--- config.mk ---
export PLATFORM = sky130hd
export DESIGN_NAME = spmv_queue
export DESIGN_NICKNAME = d
export VERILOG_FILES = /design/src/hdl/spmv_pkg.sv /design/src/hdl/spmv_queue.sv
export SDC_FILE = /design/constraint.sdc
export NUM_CORES = 1
export LEC_CHECK = 0
export BUFFER_PORTS_ARGS = -buffer_cell sky130_fd_sc_hd__buf_4
export CAP_MARGIN = 15
export CORE_AREA = 2 2 162 164
export DETAILED_ROUTE_END_ITERATION = 8
export DIE_AREA = 0 0 164 166
export PLACE_DENSITY = 0.61
export SLEW_MARGIN = 20
export SYNTH_ARGS = -nofsm -noshare
export SYNTH_HDL_FRONTEND = slang
export SYNTH_SLANG_ARGS = --single-unit
--- constraint.sdc ---
create_clock -name clk -period 2.8 [get_ports clk]
set_input_delay 0.56 -clock clk [delete_from_list [all_inputs] [get_ports clk]]
set_output_delay 0.56 -clock clk [all_outputs]
set_load 0.02 [all_outputs]
--- src/hdl/spmv_pkg.sv ---
// shared types and constants for the csr sparse matrix-vector multiply unit
`default_nettype none

package spmv_pkg;

	// stream opcodes
	typedef enum logic [1:0] {
		OP_LOAD    = 2'd0,
		OP_NONZERO = 2'd1,
		OP_EMPTY   = 2'd2,
		OP_UNUSED  = 2'd3
	} opcode_t;

	// register indexes on the apb port
	localparam logic REG_COLUMN_COUNT = 1'b0;
	localparam logic REG_ROW_COUNT    = 1'b1;

	// reset values of the configuration registers
	localparam logic [10:0] COLUMN_COUNT_RESET = 11'd1024;
	localparam logic [15:0] ROW_COUNT_RESET    = 16'd1024;

	// work queue between front and back
	localparam int unsigned QUEUE_DEPTH = 4;
	localparam int unsigned QPTR_W      = 2;
	localparam int unsigned QCNT_W      = 3;

	// saturation limits
	localparam logic signed [31:0] Q16_MAX = 32'sh7fff_ffff;
	localparam logic signed [31:0] Q16_MIN = 32'sh8000_0000;
	localparam logic signed [63:0] ACC_MAX = 64'sh7fff_ffff_ffff_ffff;
	localparam logic signed [63:0] ACC_MIN = 64'sh8000_0000_0000_0000;

	// one classified item waiting for the back end
	typedef struct packed {
		logic               empty_row;
		logic               col_err;
		logic               row_last;
		logic signed [31:0] value;
		logic signed [31:0] vec;
	} work_t;

	// queue status seen by both ends
	typedef struct packed {
		logic full;
		logic empty;
	} qstat_t;

endpackage

`default_nettype wire

--- src/hdl/spmv_queue.sv ---
// short work queue decoupling front and back
`default_nettype none

module spmv_queue (
	input  wire logic              clk,
	input  wire logic              arst_n,
	input  wire logic              push,
	input  wire spmv_pkg::work_t   push_item,
	input  wire logic              pop,
	output spmv_pkg::work_t        head,
	output spmv_pkg::qstat_t       qstat
);

	spmv_pkg::work_t                 entry_q [spmv_pkg::QUEUE_DEPTH];
	logic [spmv_pkg::QPTR_W-1:0]     wr_ptr_q;
	logic [spmv_pkg::QPTR_W-1:0]     rd_ptr_q;
	logic [spmv_pkg::QCNT_W-1:0]     count_q;

	assign qstat.full  = count_q == spmv_pkg::QCNT_W'(spmv_pkg::QUEUE_DEPTH);
	assign qstat.empty = count_q == '0;
	assign head        = entry_q[rd_ptr_q];

	always_ff @(posedge clk) begin
		if (push) begin
			entry_q[wr_ptr_q] <= push_item;
		end
	end

	always_ff @(posedge clk or negedge arst_n) begin
		if (!arst_n) begin
			wr_ptr_q <= '0;
			rd_ptr_q <= '0;
			count_q  <= '0;
		end else begin
			if (push) begin
				wr_ptr_q <= wr_ptr_q + 1'b1;
			end
			if (pop) begin
				rd_ptr_q <= rd_ptr_q + 1'b1;
			end
			case ({push, pop})
				2'b10:   count_q <= count_q + 1'b1;
				2'b01:   count_q <= count_q - 1'b1;
				default: count_q <= count_q;
			endcase
		end
	end

`ifndef SYNTHESIS
	a_no_push_when_full: assert property (@(posedge clk) disable iff (!arst_n)
		!(push && qstat.full))
		else $error("queue written while full");
	a_no_pop_when_empty: assert property (@(posedge clk) disable iff (!arst_n)
		!(pop && qstat.empty))
		else $error("queue read while empty");
	a_count_bounded: assert property (@(posedge clk) disable iff (!arst_n)
		count_q <= spmv_pkg::QCNT_W'(spmv_pkg::QUEUE_DEPTH))
		else $error("queue count beyond depth");
	a_count_tracks: assert property (@(posedge clk) disable iff (!arst_n)
		(push && !pop) |=> (count_q == $past(count_q) + 1'b1))
		else $error("queue count missed a push");
`endif

endmodule

`default_nettype wire

==> results.md <==
- The flow ran to the end, and the final reports show no timing, DRC or antenna violations.
- The floorplan step defined a die boundary enclosing 27200 sq um.
- The synthesized flop and latch total is 275.
- The area fraction of the dominant cell type after synthesis is 79.9%.
- In this run the clock root is driven by a clkbuf_16.
- For the pin with the worst max-slew slack, the measured transition is 0.496 ns.
- The die width is 164 microns.
- The type of element capturing the critical path is an output pin.
- At the worst endpoint, the required time is 2.24 ns.
- The area growth from synthesis to layout is 24.6%.
- Setup violations remaining at the end of the flow were counted as 0.
- The clock tree from TritonCTS is built.
- Setup repair after global routing left no endpoint under its margin.
- The worst hold path belongs to the class primary input to flip-flop.
- After detailed routing, the total wire length is 18700 microns.
- The number of vias after detailed routing is 4517.
- Sequential cells were found to cover 81.6% of the synthesized design area.
- The global route total overflow is 0.
- Tracing the worst setup path back leads to its startpoint at rd_ptr_q[0].
- The library cell with the largest summed area after synthesis is edfxtp_1.
- The net count of the finished layout is 637.
- The analysis attributes to cell leakage a power of 0.00433 uW.
- From bottom edge to top edge, the die measures 166 microns.
- The netlist uses 19 different library cells.
- The number of antenna violations at the first check in global routing was 1.
- Dividing the final minimum period by the clock period gives 92.0%.
- The maximum clock insertion buffer count is 3.
- The fmax is 388 MHz.
- The number of clock sinks seen by CTS is 275.
- The post-layout minimum cycle time is 2.58 ns.
- Setup total negative slack on the finished layout was measured at 0 ns.
- The final count of hold timing violations came to 0.
- Once the floorplan was initialized, standard cells occupied 39.3% of the core.
- Routability-driven placement finished with a final weighted congestion of 0.707.
- Dividing the detail-routed wire length by the instance count gives 20.3 microns.
- The post-route worst setup slack is 0.224 ns.
- In this run the core area contains 59 standard-cell rows.
- In the layout the commonest cells are edfxtp_1, buf_4, mux4_2, clkbuf_16, clkinv_2.
- The share of cells above drive strength 1 is 46.9%.
- The count of buffers added on input and output ports is 139.
- The post-detailed-route count of antenna-violating nets is 0.
- Summing every instance area after synthesis gives 10100 sq um.
- The clock reaches the later pin of the worst-skew pair after 0.54 ns.
- In this run the standard cell core region covers 25600 sq um.
- The post-route clock skew is 0.0162 ns.
- The total power is 13700 uW.
- The boundary pin count is 140.
- The first global-routing pass estimated 28800 microns of wire.
- During synthesis, Yosys emitted a total of 0 warnings.
- The reg-to-reg critical path startpoint is wr_ptr_q[1].
- Leaving out fill and tap cells, the most frequent cell in the layout is edfxtp_1.
- After legalization and detailed placement, the total HPWL measured 11600 microns.
- The synthesized instance count is 388.
- Headroom to the max-slew limit came out at 66.9%.
- Entering global routing, the biggest net connects 31 pins.
- Along the worst path, the maximum fanout reaches 9.
- Clock-pin slew was measured on the worst setup and hold paths at 0.06 ns.
- For this design the ratio of total power to cell area is 1090 nW/um^2.
- The setup path with the least slack is of type flip-flop to output pin.
- Max-cap violations in this run came to 0.
- The number of DRC markers in iteration 0 is 302.
- STA classifies the critical path startpoint as a flip-flop.
- In the routed design, unresolved DRC markers number 0.
- The number of global-route vias before repair is 5044.
- The H-tree depth is 1.
- The first detailed-routing pass ran for 4 iterations.
- After detailed routing, the number of vias per cell comes to 4.92.
- The number of nets handed over by synthesis was 465.
- The minimum hold slack is 0.220 ns.
- The mean cell area of the mapped netlist is 26.0 sq um.
- Sorting the synthesized cells by area gives the leading types as edfxtp_1, mux4_2, dfrtp_1, ha_1, buf_12.
- At the worst endpoint, the arrival time is 2.02 ns.
- In this run the most critical hold path is launched from push_item[9].
- Across the VDD grid, the largest voltage drop is 581 uV.
- In the global route stage, overall resource usage came out at 13.8%.
- In this run, CTS created clock tree buffers numbering 28.
- OpenSTA, run right after detailed placement, puts the worst setup slack at 0.568 ns.
- The number of max-slew violations in the final report came to 0.
-- flip-flops by register name, summed over array words and instances, names as in the netlist --
register  cells
wr_ptr_q      2
entry_q     268
rd_ptr_q      2
count_q       3
-- routing by layer --
| layer | vias up | global-route usage, % | share of wire (%) |
|---|---|---|---|
| met5 | - | 0 | 0 |
| met2 | 139 | 23.9 | 51 |
| li1 | 2002 | - | - |
| met4 | 0 | 4.00 | 2.8 |
| met3 | 36 | 3.22 | 5.7 |
| met1 | 2340 | 17.5 | 41 |
-- path summary, 6_finish.rpt --
path,to,slack [ns],cells past startpoint
setup reg to reg,entry_q[0][29],0.99,4
setup / recovery,head[27],0.22,3
hold reg to reg,count_q[2],0.50,1
min in group asynchronous,rd_ptr_q[0],0.40,2
hold / removal,entry_q[3][9],0.22,1
max in group asynchronous,rd_ptr_q[1],2.25,2
-- cells by family after synthesis --
kind of cell    share of synthesized area (%)
buf+inv                                  1.44
xor+xnor                                0.522
mux                                      15.0
compound gates                         0.0994
flops                                    81.6
simple gates                            0.509
fa+ha+maj                               0.820
-- where the power goes --
group	switching (uW)	leakage, uW	internal, uW
Combinational	2410	0.00135	2160
Sequential	278	0.00254	5390
Clock	1480	0.000437	2020
Total	4160	0.00433	9570
-- final cells by class --
type                       count  area (sq um)
tap                          335           419
antenna                        1          2.50
clock inverter                21           165
inverter                       6          22.5
fill                        2055         13100
clock buffer                  31           712
timing repair buffer         158          1290
multi-input combinational     91          1720
sequential                   275          8230
-- repair_timing --
item / in CTS / in global routing
endpoints found under the hold margin: 7 / 0
setup buffers: 3 / 0
hold buffers: 1 / 0
gates resized for setup: 0 / 0
endpoints found under the setup margin: 18 / 0
-- synth_stat cells --
cell type    n
edfxtp_1   268
nand2_1      3
buf_4        4
and3_1       1
nor3_1       1
mux4_2      67
buf_2        6
fa_1         1
xor2_1       4
clkbuf_1     3
inv_1        6
dfrtp_1      7
nor2_1       1
ha_1         5
buf_6        1
o21ai_0      2
xnor2_1      2
buf_12       2
and2_1       4
-- per-stage QoR --
step | instance area [sq um] | std cells | util [%]
CTS | 12600 | 917 | 49.0
detailed placement | 11600 | 861 | 45.5
finish | 12600 | 918 | 49.0
global placement | 11600 | 861 | 45.5
floorplan | 10100 | 388 | -
global route | 12600 | 917 | 49.0
-- worst max-delay path, stage by stage, from the launching register on --
cell	delay, ns
dfrtp_4	0.53
buf_4	0.25
mux4_2	0.52
buf_4	0.17
(Power assumes the default switching activity.)
