[src/hdl/spmv_pkg.sv]
// shared types and constants for the csr sparse matrix-vector multiply unit
`default_nettype none

package spmv_pkg;

	// stream opcodes
	typedef enum logic [1:0] {
		OP_LOAD    = 2'd0,
		OP_NONZERO = 2'd1,
		OP_EMPTY   = 2'd2,
		OP_UNUSED  = 2'd3
	} opcode_t;

	// register indexes on the apb port
	localparam logic REG_COLUMN_COUNT = 1'b0;
	localparam logic REG_ROW_COUNT    = 1'b1;

	// reset values of the configuration registers
	localparam logic [10:0] COLUMN_COUNT_RESET = 11'd1024;
	localparam logic [15:0] ROW_COUNT_RESET    = 16'd1024;

	// work queue between front and back
	localparam int unsigned QUEUE_DEPTH = 4;
	localparam int unsigned QPTR_W      = 2;
	localparam int unsigned QCNT_W      = 3;

	// saturation limits
	localparam logic signed [31:0] Q16_MAX = 32'sh7fff_ffff;
	localparam logic signed [31:0] Q16_MIN = 32'sh8000_0000;
	localparam logic signed [63:0] ACC_MAX = 64'sh7fff_ffff_ffff_ffff;
	localparam logic signed [63:0] ACC_MIN = 64'sh8000_0000_0000_0000;

	// one classified item waiting for the back end
	typedef struct packed {
		logic               empty_row;
		logic               col_err;
		logic               row_last;
		logic signed [31:0] value;
		logic signed [31:0] vec;
	} work_t;

	// queue status seen by both ends
	typedef struct packed {
		logic full;
		logic empty;
	} qstat_t;

endpackage

`default_nettype wire

[src/hdl/spmv_back.sv]
// back end: multiply, saturating row accumulation, output conversion
`default_nettype none

module spmv_back (
	input  wire logic              clk,
	input  wire logic              arst_n,
	input  wire spmv_pkg::work_t   head,
	input  wire spmv_pkg::qstat_t  qstat,
	output logic                   pop,
	input  wire logic [15:0]       row_count,
	output logic                   out_valid,
	input  wire logic              out_stall,
	output logic [15:0]            row_index,
	output logic signed [31:0]     row_sum,
	output logic                   saturated,
	output logic                   column_error
);

	logic               en;

	// s1: operands
	logic               valid_s1;
	logic               empty_s1;
	logic               err_s1;
	logic               last_s1;
	logic signed [31:0] a_s1;
	logic signed [31:0] b_s1;

	// s2: product
	logic               valid_s2;
	logic               empty_s2;
	logic               err_s2;
	logic               last_s2;
	logic signed [63:0] prod_c;
	logic signed [63:0] prod_s2;

	// row state
	logic signed [63:0] acc_q;
	logic               rsat_q;
	logic               rerr_q;

	// s3: finished row
	logic               valid_s3;
	logic signed [63:0] acc_s3;
	logic               sat_s3;
	logic               err_s3;

	logic signed [63:0] sum_w;
	logic               ovf;
	logic signed [63:0] new_acc;

	// conversion and row counter
	logic [47:0]        floor_c;
	logic [48:0]        round_c;
	logic               fits;
	logic signed [31:0] sum_c;
	logic [16:0]        row_next_c;

	logic               out_valid_q;
	logic [15:0]        row_index_q;
	logic signed [31:0] row_sum_q;
	logic               saturated_q;
	logic               column_error_q;
	logic [15:0]        row_cnt_q;

	assign en  = !out_valid_q || !out_stall;
	assign pop = en && !qstat.empty;

	assign prod_c  = a_s1 * b_s1;
	assign sum_w   = acc_q + prod_s2;
	assign ovf     = (acc_q[63] == prod_s2[63]) && (sum_w[63] != acc_q[63]);
	assign new_acc = ovf ? (prod_s2[63] ? spmv_pkg::ACC_MIN : spmv_pkg::ACC_MAX) : sum_w;

	// round half up to q16.16, then clamp
	assign floor_c = acc_s3[63:16];
	assign round_c = {floor_c[47], floor_c} + {48'd0, acc_s3[15]};
	assign fits    = round_c[48:31] == {18{round_c[31]}};
	assign sum_c   = fits ? round_c[31:0] :
		(round_c[48] ? spmv_pkg::Q16_MIN : spmv_pkg::Q16_MAX);

	assign row_next_c = {1'b0, row_cnt_q} + 17'd1;

	always_ff @(posedge clk or negedge arst_n) begin
		if (!arst_n) begin
			valid_s1    <= 1'b0;
			valid_s2    <= 1'b0;
			valid_s3    <= 1'b0;
			out_valid_q <= 1'b0;
			acc_q       <= '0;
			rsat_q      <= 1'b0;
			rerr_q      <= 1'b0;
			row_cnt_q   <= '0;
		end else if (en) begin
			valid_s1    <= pop;
			valid_s2    <= valid_s1;
			valid_s3    <= valid_s2 && (empty_s2 || last_s2);
			out_valid_q <= valid_s3;
			if (valid_s2) begin
				if (empty_s2 || last_s2) begin
					acc_q  <= '0;
					rsat_q <= 1'b0;
					rerr_q <= 1'b0;
				end else begin
					acc_q  <= new_acc;
					rsat_q <= rsat_q || ovf;
					rerr_q <= rerr_q || err_s2;
				end
			end
			if (valid_s3) begin
				row_cnt_q <= (row_next_c >= {1'b0, row_count}) ? '0 : row_next_c[15:0];
			end
		end
	end

	always_ff @(posedge clk) begin
		if (en) begin
			if (pop) begin
				empty_s1 <= head.empty_row;
				err_s1   <= head.col_err;
				last_s1  <= head.row_last;
				a_s1     <= head.value;
				b_s1     <= head.vec;
			end
			empty_s2 <= empty_s1;
			err_s2   <= err_s1;
			last_s2  <= last_s1;
			prod_s2  <= (err_s1 || empty_s1) ? 64'sd0 : prod_c;
			if (empty_s2) begin
				acc_s3 <= '0;
				sat_s3 <= 1'b0;
				err_s3 <= 1'b0;
			end else begin
				acc_s3 <= new_acc;
				sat_s3 <= rsat_q || ovf;
				err_s3 <= rerr_q || err_s2;
			end
			if (valid_s3) begin
				row_index_q    <= row_cnt_q;
				row_sum_q      <= sum_c;
				saturated_q    <= sat_s3 || !fits;
				column_error_q <= err_s3;
			end
		end
	end

	assign out_valid    = out_valid_q;
	assign row_index    = row_index_q;
	assign row_sum      = row_sum_q;
	assign saturated    = saturated_q;
	assign column_error = column_error_q;

endmodule

`default_nettype wire

[config.mk]
export PLATFORM = sky130hd
export DESIGN_NAME = spmv_back
export DESIGN_NICKNAME = d
export VERILOG_FILES = /design/src/hdl/spmv_pkg.sv /design/src/hdl/spmv_back.sv
export SDC_FILE = /design/constraint.sdc
export NUM_CORES = 2
export LEC_CHECK = 0
export BUFFER_PORTS_ARGS = -buffer_cell sky130_fd_sc_hd__buf_4
export CAP_MARGIN = 10
export CELL_PAD_IN_SITES_DETAIL_PLACEMENT = 1
export CELL_PAD_IN_SITES_GLOBAL_PLACEMENT = 2
export CORE_ASPECT_RATIO = 0.9
export CORE_MARGIN = 1
export CORE_UTILIZATION = 39
export DETAILED_ROUTE_END_ITERATION = 12
export GPL_TIMING_DRIVEN = 0
export HOLD_SLACK_MARGIN = 0.12
export PLACE_DENSITY = 0.89
export SYNTH_ARGS = -nofsm -noshare
export SYNTH_HDL_FRONTEND = slang
export SYNTH_SLANG_ARGS = --single-unit
[constraint.sdc]
create_clock -name clk -period 7.3 [get_ports clk]
set_clock_uncertainty 0.05 [all_clocks]
set_input_delay 1.095 -clock clk [delete_from_list [all_inputs] [get_ports clk]]
set_output_delay 1.095 -clock clk [all_outputs]
set_load 0.05 [all_outputs]
==> flow_summary.toml <==
[status]
status = "complete, but fails checks"
failing_checks = "negative setup slack"

[grt]
grt_overflow_total = 0
track_usage_pct = 30.2
grt_pass1_wl_um = 301000
grt_max_degree = 87
antenna_violations_before_repair = 13
grt_pass1_vias = 45900

[setup_path]
critical_path.slowest_cell = "sky130_fd_sc_hd__fa_2"
flop_to_flop_setup_slack_ps = -740
endpoint_kind = "flop"
reg_to_reg_critical_path_startpoint = "b_s1[7]"
crit-reg2reg-capture = "prod_s2[63]"
path_common_cell = "sky130_fd_sc_hd__fa_1"
timing.reg2reg.worst_path_depth = 26
crit_path_start_kind = "flop"
cp_data_required_time_ps = 7700
arrival_time_worst_endpoint_ps = 8440
critical_path.max_stage_delay_ps = 610
worstPathMaxFanout = 6
critPathTopFamily = "adder cells"
worstSetupPathType = "reg -> reg"
cp.buffers_inverters = 7

[clocking]
clock_latency_ps = 650
tritoncts = "done"
clock_tree.htree_level_count = 2
hold_buffers = 0
cts_buf_count = 40
cts-root-to-sink-buffers = 3
numClockSinks = 321
clk_transition_reported_paths_ps = 60
clock_tree.root_cell = "sky130_fd_sc_hd__clkbuf_16"

[synthesis]
synth_enable_flop_cells = 235
postSynth.topFlopCell = "sky130_fd_sc_hd__edfxtp_1"
synth_top_cells_by_count = "1,084 x sky130_fd_sc_hd__fa_1, 1,013 x sky130_fd_sc_hd__inv_1, 683 x sky130_fd_sc_hd__nand2_1"
synthDominantAreaCellType = "sky130_fd_sc_hd__fa_1"
syn_nets = 6893
synth.avg_cell_area_um2 = 9.70
synth_top_area_share_pct = 41.0
synth_top_cells_by_area = "sky130_fd_sc_hd__fa_1 41%, sky130_fd_sc_hd__edfxtp_1 13%, sky130_fd_sc_hd__inv_1 7.2%"
ys_warn_count = 0
synth.most_common_cell = "sky130_fd_sc_hd__fa_1"
synth.cell_area_um2 = 52900
ys_ff_latch = 321
synth_async_sr_flop_share_pct = 26.8
share_of_the_yosys_chip_area_belonging_to_registers_pct = 17.4
synth_cell_types = 86
netlist_instances = 5455

[timing]
report.final.hold_viol_count = 0
period_minus_slack_ps = 8040
final-max-slew-violation-count = 0
tightestPinTransition_ps = 1010
relSlewSlack_pct = 32.3
holdWs_ps = 370
timing.fmax_mhz = 124
period_utilization_post_route_pct = 110
setup_tns_ps = -14820
report.final.setup_viol = 35
worst_slack_ps = -738
grt_setup_unrepaired = "true"

[hold_path]
hold-path-endpoint = "last_s2"
hold_class = "reg -> reg"
worst_hold_path.num_cells = 0
hp-start = "last_s1"

[routing]
drt_pass1_iterations = 5
post_drt_wl_per_cell_um = 26.6
drt-vias-per-instance = 5.41
detail_route.drc_violations = 0
wl_um = 204000
drt-initial-drc-count = 3203
detailroute.via_count = 41400
drtAntennaViolNets = 0

[placed_design]
dpl_cell_area_um2 = 56400
final_estimated_routing_congestion_in_global_placement = 1.00
io_buffer_count = 138
detailedPlacementHpwl_um = 162000

[floorplan]
fp.dieArea_um2 = 137000
start_util_pct = 39.5
die_x_um = 390
core_area_um2 = 134000
io_pins = 140
std_cell_rows = 127
die_h_um = 351

[layout]
layout-drive-gt1-share_pct = 14.1
final_core_util_pct = 45.9
fin_nets = 7237
design_area_um2 = 61500
synthToLayoutAreaGrowth_pct = 16.3

[run]
drv_cap = 0
## final cells by class
class                           instances  area [um^2]
Sequential cell                       321         9210
Antenna cell                           10         25.0
Inverter                             1014         3820
Clock buffer                           53         1130
Multi-Input combinational cell       3846        40000
Fill cell                           15100        72400
Tap cell                             1806         2260
Buffer                                259         2230
Timing Repair Buffer                  317         2640
Clock inverter                         20          210
## what timing repair did
item,in CTS,in global routing
gates cloned,1,0
pin swaps,146,63
resized for setup,615,88
setup endpoints to repair,49,46
setup buffers,147,28
## worst max path at each step
stage                    from     endpoint  slack (ps)  depth (start not counted)
floorplan            a_s1[31]  prod_s2[61]        -250                         25
finish                b_s1[7]  prod_s2[63]        -740                         26
CTS                   b_s1[7]  prod_s2[62]        -640                         25
detailed placement   b_s1[31]  prod_s2[61]       -2550                         23
global placement    out_stall          pop       -2800                          3
global route          b_s1[7]  prod_s2[40]        -900                         28
## worst register-to-register path, stage by stage (launching register included)
cell	delay (ps)
sky130_fd_sc_hd__edfxtp_1	510
sky130_fd_sc_hd__clkbuf_8	230
sky130_fd_sc_hd__buf_4	140
sky130_fd_sc_hd__and2_1	170
sky130_fd_sc_hd__fa_2	610
sky130_fd_sc_hd__fa_1	460
sky130_fd_sc_hd__fa_1	500
sky130_fd_sc_hd__inv_1	60
sky130_fd_sc_hd__fa_1	470
sky130_fd_sc_hd__inv_1	50
sky130_fd_sc_hd__fa_2	590
sky130_fd_sc_hd__fa_1	440
sky130_fd_sc_hd__fa_1	600
sky130_fd_sc_hd__inv_1	80
sky130_fd_sc_hd__fa_2	570
sky130_fd_sc_hd__inv_2	60
sky130_fd_sc_hd__ha_4	320
sky130_fd_sc_hd__nand4_1	270
sky130_fd_sc_hd__nor2_2	240
sky130_fd_sc_hd__nand3_4	140
sky130_fd_sc_hd__inv_2	100
sky130_fd_sc_hd__a31oi_4	140
sky130_fd_sc_hd__a31oi_4	260
sky130_fd_sc_hd__and2_4	220
sky130_fd_sc_hd__a21oi_2	70
sky130_fd_sc_hd__or4_1	400
sky130_fd_sc_hd__nand3_1	100
## sequential cells by signal, indices dropped and copies added (netlist names)
| name | cells |
|---|---|
| acc_s3 | 49 |
| last_s1 | 1 |
| err_s2 | 1 |
| last_s2 | 1 |
| b_s1 | 32 |
| prod_s2 | 64 |
| rerr_q | 1 |
| err_s1 | 1 |
| row_cnt_q | 16 |
| empty_s1 | 1 |
| column_error | 1 |
| rsat_q | 1 |
| saturated | 1 |
| empty_s2 | 1 |
| acc_q | 64 |
| err_s3 | 1 |
| valid_s2 | 1 |
| valid_s1 | 1 |
| valid_s3 | 1 |
| sat_s3 | 1 |
| row_index | 16 |
| row_sum | 32 |
| out_valid | 1 |
| a_s1 | 32 |
## layer usage
| layer | share of wire (%) | routed length, um | GRT usage [%] | vias up |
|---|---|---|---|---|
| li1 | - | - | - | 17500 |
| met1 | 40 | 81800 | 39.0 | 21700 |
| met2 | 45 | 91600 | 48.1 | 1697 |
| met3 | 9.1 | 18600 | 6.99 | 445 |
| met4 | 5.6 | 11500 | 14.1 | 8 |
| met5 | 0.027 | 55 | 0 | - |
## cell families after synthesis
logic type | count (synthesis) | share of synthesized area [%]
muxes | 11 | 0.218
buffers and inverters | 1288 | 9.25
DFF | 321 | 17.4
adders and majority gates | 1350 | 47.3
AOI/OAI and AO/OA | 591 | 6.91
xor gates and xnor gates | 167 | 2.77
and+or+nand+nor | 1727 | 16.1
## stage by stage
step                setup WS (ps)  std cells
finish                       -738       7646
global route                 -895       7637
CTS                          -636       7609
detailed placement          -2550       7403
global placement            -2800       7399
floorplan                    -249       5455
## cells in the final DEF, fill, tap and decap left out, types with 60 or more instances in the layout
cell type and count:
sky130_fd_sc_hd__a21o_1 73, sky130_fd_sc_hd__a21oi_1 151, sky130_fd_sc_hd__and2_1 521, sky130_fd_sc_hd__buf_4 292, sky130_fd_sc_hd__clkbuf_1 70, sky130_fd_sc_hd__clkbuf_4 60, sky130_fd_sc_hd__dfrtp_1 86, sky130_fd_sc_hd__edfxtp_1 235
sky130_fd_sc_hd__fa_1 1031, sky130_fd_sc_hd__ha_1 231, sky130_fd_sc_hd__inv_1 998, sky130_fd_sc_hd__nand2_1 674, sky130_fd_sc_hd__nand3_1 62, sky130_fd_sc_hd__nor2_1 229, sky130_fd_sc_hd__o21ai_0 133, sky130_fd_sc_hd__xnor2_1 100
sky130_fd_sc_hd__xor2_1 64
Power is not shown: default switching activity piles up to over one toggle a cycle in this logic, so the estimate is an artifact.
